## src/rtl/core/tbk_pkg.sv

```systemverilog
// tbk_pkg: shared constants, codes and control structs of the two-budget knapsack counter
// used by tbk_ctrl, tbk_dp and two_budget_knapsack_count; no dependencies
`timescale 1ns / 1ps

package tbk_pkg;

   localparam int BUDGET_MAX_DEFAULT  = 127;
   localparam int COUNT_WIDTH_DEFAULT = 8;

   localparam int COST_WIDTH      = 8;
   localparam int BUDGET_IN_WIDTH = 7;
   localparam int OUT_WIDTH       = 8;
   localparam int OUT_MAX         = 255;

   localparam logic KIND_ADD   = 1'b0;
   localparam logic KIND_QUERY = 1'b1;

   // commands from the controller to the datapath
   typedef struct packed {
      logic walk_start;
      logic walk_clear;
      logic query_read;
      logic load_rsp;
   } cmd_type;

   // status from the datapath to the controller
   typedef struct packed {
      logic walk_done;
   } status_type;

endpackage

```

## src/rtl/core/tbk_ctrl.sv

```systemverilog
// tbk_ctrl: controller state machine of the two-budget knapsack counter
// depends on tbk_pkg; drives tbk_dp through tbk_pkg::cmd_type
`timescale 1ns / 1ps

module tbk_ctrl (
   input  logic                clock,
   input  logic                reset,
   input  logic                start,
   input  logic                req_kind,
   input  tbk_pkg::status_type status,
   output tbk_pkg::cmd_type    cmd,
   output logic                busy,
   output logic                rsp_strobe
);

   typedef enum logic [2:0] {
      ST_INIT,
      ST_CLEAR,
      ST_IDLE,
      ST_UPDATE,
      ST_QUERY
   } state_type;

   state_type state_ff;
   logic      busy_ff;
   logic      rsp_strobe_ff;
   logic      accept;

   assign accept = start && !busy_ff;

   always_comb begin
      cmd.walk_start = (state_ff == ST_INIT) || (accept && req_kind == tbk_pkg::KIND_ADD);
      cmd.walk_clear = (state_ff == ST_INIT);
      cmd.query_read = accept && req_kind == tbk_pkg::KIND_QUERY;
      cmd.load_rsp   = (state_ff == ST_QUERY);
   end

   always_ff @(posedge clock) begin
      if (reset) begin
         state_ff      <= ST_INIT;
         busy_ff       <= 1'b1;
         rsp_strobe_ff <= 1'b0;
      end else begin
         rsp_strobe_ff <= 1'b0;
         unique case (state_ff)
            ST_INIT: begin
               state_ff <= ST_CLEAR;
            end
            ST_CLEAR, ST_UPDATE: begin
               if (status.walk_done) begin
                  state_ff <= ST_IDLE;
                  busy_ff  <= 1'b0;
               end
            end
            ST_IDLE: begin
               if (accept) begin
                  busy_ff <= 1'b1;
                  if (req_kind == tbk_pkg::KIND_QUERY) begin
                     state_ff <= ST_QUERY;
                  end else begin
                     state_ff <= ST_UPDATE;
                  end
               end
            end
            ST_QUERY: begin
               rsp_strobe_ff <= 1'b1;
               state_ff      <= ST_IDLE;
               busy_ff       <= 1'b0;
            end
            default: begin
               state_ff <= ST_INIT;
               busy_ff  <= 1'b1;
            end
         endcase
      end
   end

   assign busy       = busy_ff;
   assign rsp_strobe = rsp_strobe_ff;

endmodule

```

## config.mk

```make
export PLATFORM = sky130hd
export DESIGN_NAME = tbk_ctrl
export DESIGN_NICKNAME = d
export VERILOG_FILES = /design/src/rtl/core/tbk_pkg.sv /design/src/rtl/core/tbk_ctrl.sv
export SDC_FILE = /design/constraint.sdc
export NUM_CORES = 1
export LEC_CHECK = 0
export BUFFER_PORTS_ARGS = -buffer_cell sky130_fd_sc_hd__clkbuf_2
export CORE_AREA = 5 5 42 44
export DETAILED_ROUTE_END_ITERATION = 16
export DIE_AREA = 0 0 47 49
export PLACE_DENSITY_LB_ADDON = 0.15
export SYNTH_ARGS = -nofsm -noshare
export SYNTH_HDL_FRONTEND = slang
export SYNTH_SLANG_ARGS = --single-unit
```

## constraint.sdc

```tcl
create_clock -name clock -period 1.5 [get_ports clock]
set_input_delay 0.3 -clock clock [delete_from_list [all_inputs] [get_ports clock]]
set_output_delay 0.3 -clock clock [all_outputs]
set_load 0.02 [all_outputs]
```

## Yosys cells after proc, flatten, opt, wreduce, memory -nomap -nowiden

Index checks and enable logic that the tools add are counted.

- Logic and storage cells: 28
- Input bits: 5
- Register bits: 5

- Eq/ne operators: 6
- Muxes and demuxes: 8
- Reductions and logical operators: 9
- Bitwise operators: 2

Operator list:

| kind | number |
|---|---|
| 3-bit one-hot mux with 4 select lines | 1 |
| 3-bit 2-to-1 mux | 3 |
| 3-bit by 2-bit == test with 1-bit output (second input constant) | 2 |
| 2-bit != test (second input constant) | 2 |
| 1-bit one-hot mux with 4 select lines | 1 |
| 3-bit by 1-bit == test with 1-bit output (second input constant) | 1 |
| 3-bit == test (second input constant) | 1 |
| 1-bit logical AND | 3 |
| 3-bit zero test | 1 |
| 1-bit 2-to-1 mux | 3 |
| 3-bit AND reduction | 1 |
| 1-bit inverter | 2 |
| 2-bit AND reduction | 1 |
| 2-bit OR reduction | 1 |
| 1-bit zero test | 1 |
| 1-bit logical OR | 1 |

## Longest topological paths before layout

- Depth in word-level cells: 4
- Gate-level depth with buffers: 5
- Gate-level depth less buffers: 5

## Worst setup path before layout

OpenSTA, ideal clock, no wires.

- Path kind: reg-to-output
- From: register state_ff[2]
- To: output cmd[3] (netlist name)
- Arrival: 1,222 ps
- Stages on the path, launching flop included: 3
- Setup slack: -22 ps
- Required time: 1,200 ps
- Path buffers: 0
- Path through: dfxtp_1 -> nor3_1 -> o21bai_1

RTL lines:

| item | RTL line | text |
|---|---|---|
| from (decl) | tbk_ctrl.sv:24 | `state_type state_ff;` |
| from (signal assigned) | tbk_ctrl.sv:40 | `state_ff <= ST_INIT;` |
| from (signal assigned) | tbk_ctrl.sv:47 | `state_ff <= ST_CLEAR;` |
| from (signal assigned) | tbk_ctrl.sv:51 | `state_ff <= ST_IDLE;` |
| to (decl) | tbk_ctrl.sv:11 | `output tbk_pkg::cmd_type cmd,` |

==> results.md <==
* Compound-Gate Fraction of Synth Area at 27.0%
* RSZ-0062 raised after global routing: true
* # diodes at 0
* Depth of the most critical reg-to-reg path at 5
* Sw Pwr at 0.000109 W
* Period utilization at 98.6%
* Worst Max-Slew Pin Slew at 0.249 ns
* Final setup TNS at 0 ns
* Top-count cell post-synth: dfxtp_1
* Pre-Repair DR Iteration Count at 2
* Distinct cells, synth at 18
* Critical-path maximum fanout at 6
* Cell area power density at 1020 nW/um^2
* Endpoints failing setup at 0
* Critical path class: flop to output port
* CP Data Arrival Time at 1.18 ns
* Routed Antenna Nets at 0
* Post-Synthesis Cell Area at 236 sq um
* Xor/xnor cell area share of the yosys netlist at 0%
* Reg power frac at 39.8%
* Final min period at 1.48 ns
* Routability cong. at 0.775
* Max-cap violation count at 0
* RR Endpoint: busy
* Status: complete, no violations
* CTS root buf: clkbuf_4
* Yosys reg bits at 5
* Top Ports at 11
* FF-to-FF Start: state_ff[0]
* Sink Count at 5
* Htree depth at 1
* Chip Width at 47 microns
* Syn Nets at 31
* Area after DPL at 319 sq um
* Post-synth top area cell: dfxtp_1
* Hold_buf cts at 0
* Die Footprint at 2300 sq um
* FMAX at 676 MHz
* Average via count per standard cell at 4.42
* Internal at 0.000283 W
* Core area at 1400 sq um
* Synth Flop Type: dfxtp_1
* Initial antenna violation count at 0
* Slew Limit Headroom at 83.3%
* TritonCTS Buffers at 3
* Post-Layout Inst Area at 385 sq um
* Hold Path Class: input pin to flop
* Drt wl/cell at 10.9 microns
* Drt drc at 0
* Lkg Pwr at 0.167 nW
* Fin. Hold Viols at 0
* Synth warnings at 0
* Final Skew at 0.00736 ns
* Post-synth EDFFs at 0
* Syn-to-layout area delta at 63.0%
* Synthesized instance count at 26
* Synthesized area per cell at 9.10 sq um
* Worst-path clk slew at 0.05 ns
* Post-Synth Simple-Gate Area at 25.4%
* Clk buf depth at 2
* Vias in the first global route at 243
* CTS tree: built
* Worst setup SP type: flop
* Final #Nets at 49
* Worst-Skew Late Latency at 0.24 ns
* Starting density of the core at 16.9%
* Largest net degree at the start of global routing at 8
* Total GRT Usage at 6.69%
* Util after Layout at 27.5%
* Top cells by area, synth: dfxtp_1 42%, nand2b_1 7.9%, a211oi_1 6.3%
* Async set-or-reset flop fraction in the synthesized netlist at 0%
* Post-Synth Adder-Cell Area at 0%
* First-pass GRT wire length at 1.06 mm
* Height of the die at 49 microns
* Drt total wl at 643 microns
* Worst VDD drop at 0.427 mV
* I/O Buffers at 10
* Filler cell count at 172
* Comb pwr share at 20.2%
* Num rows at 14
* Switch share at 27.8%
* Capture point of the critical path: cmd[0]
* Iter 0 DRT Violations at 3
* Grt ovf at 0
* Mux cell area share after synthesis at 0%
* CP Launch Point: state_ff[0]
* Register area share after synthesis at 42.3%
* WHS Path Cells at 2
* Top-area cell type share of the netlist area at 42.3%
* Vias at 261
* Power Total at 0.000392 W
* Final count of pins violating max slew at 0
* WP data required at 1.20 ns
* Post-synth top cells: 5 x dfxtp_1, 3 x nand2b_1, 2 x a211oi_1, 2 x a21oi_1
* Crit. End Element: output port
* Largest family of logic cells by synthesized area: compound AO/OA/AOI/OAI gates
* Reg-to-reg slack, setup at 0.13 ns
* Clk pwr share at 40.0%
* Layout cells sized above 1 at 51.2%
## sequential cells by signal, summed over array words and instances, names as in the netlist
register	flops
rsp_strobe	1
busy	1
state_ff	3
## worst min path at each step
stage / slack (ns) / startpoint / end
finish: 0.30 / reset / rsp_strobe
detailed placement: 0.54 / reset / rsp_strobe
floorplan: 0.37 / reset / rsp_strobe
global route: 0.31 / reset / rsp_strobe
global placement: 0.55 / reset / rsp_strobe
CTS: 0.28 / reset / rsp_strobe
## timing repair
item | 4_1_cts | 5_1_grt
setup endpoints to repair | 2 | 2
pin swaps | 1 | 1
resized for setup | 6 | 4
buffers inserted | 0 | 2
endpoints found under the hold margin | 0 | 0
## per-stage QoR
| step | hold slack (ns) | cells | setup slack, ns |
|---|---|---|---|
| 6_report | 0.301 | 59 | 0.0217 |
| 5_1_grt | 0.305 | 59 | -0.0142 |
| 4_1_cts | 0.281 | 57 | 0.00594 |
| 3_5_place_dp | 0.544 | 53 | 0.221 |
| 3_3_place_gp | 0.547 | 53 | 0.220 |
| 2_1_floorplan | 0.372 | 26 | 0.0815 |
## metal layers
metal  share of wire [%]  track usage (%)
met2                  41             8.37
met5                   0                0
met3                 7.2             3.32
met4                 3.1             5.53
met1                  48             8.13
## power groups by stage
| stage | Clock (W) | Combinational (W) | Sequential, W |
|---|---|---|---|
| 4_1_cts | 0.000166 | 0.0000745 | 0.000156 |
| 3_3_place_gp | 0 | 0.0000697 | 0.000155 |
| 2_1_floorplan | 0 | 0.0000421 | 0.000156 |
| 3_5_place_dp | 0 | 0.0000687 | 0.000156 |
| 6_report | 0.000157 | 0.0000792 | 0.000156 |
| 5_1_grt | 0.000175 | 0.0000871 | 0.000158 |
## logic make-up (layout without fill, tap and decap cells)
family,after synthesis,count (layout)
buf+inv,3,20
simple gates,9,9
flops,5,5
compound gates,9,9
## final cells by class
cell class	instances	area (sq um)	share of cell area, %
Multi-Input combinational cell	18	135	35.1
Inverter	3	13.8	3.57
Timing Repair Buffer	13	85.1	22.1
Sequential cell	5	105	27.3
Clock buffer	4	26.3	6.82
Tap cell	16	20.0	5.19
## worst max-delay path: stages (launching register included)
cell and delay, ns:
dfxtp_4 0.36, or3_4 0.41, inv_4 0.07, buf_8 0.10
## cell usage in the layout (no fill, tap or decap), types with 2 or more instances in the layout
cell type and count:
clkbuf_4 3, clkbuf_2 8, dfxtp_1 3, nand2b_1 3, buf_4 4, a21oi_1 2, a211oi_1 2
(Power assumes the default switching activity.)
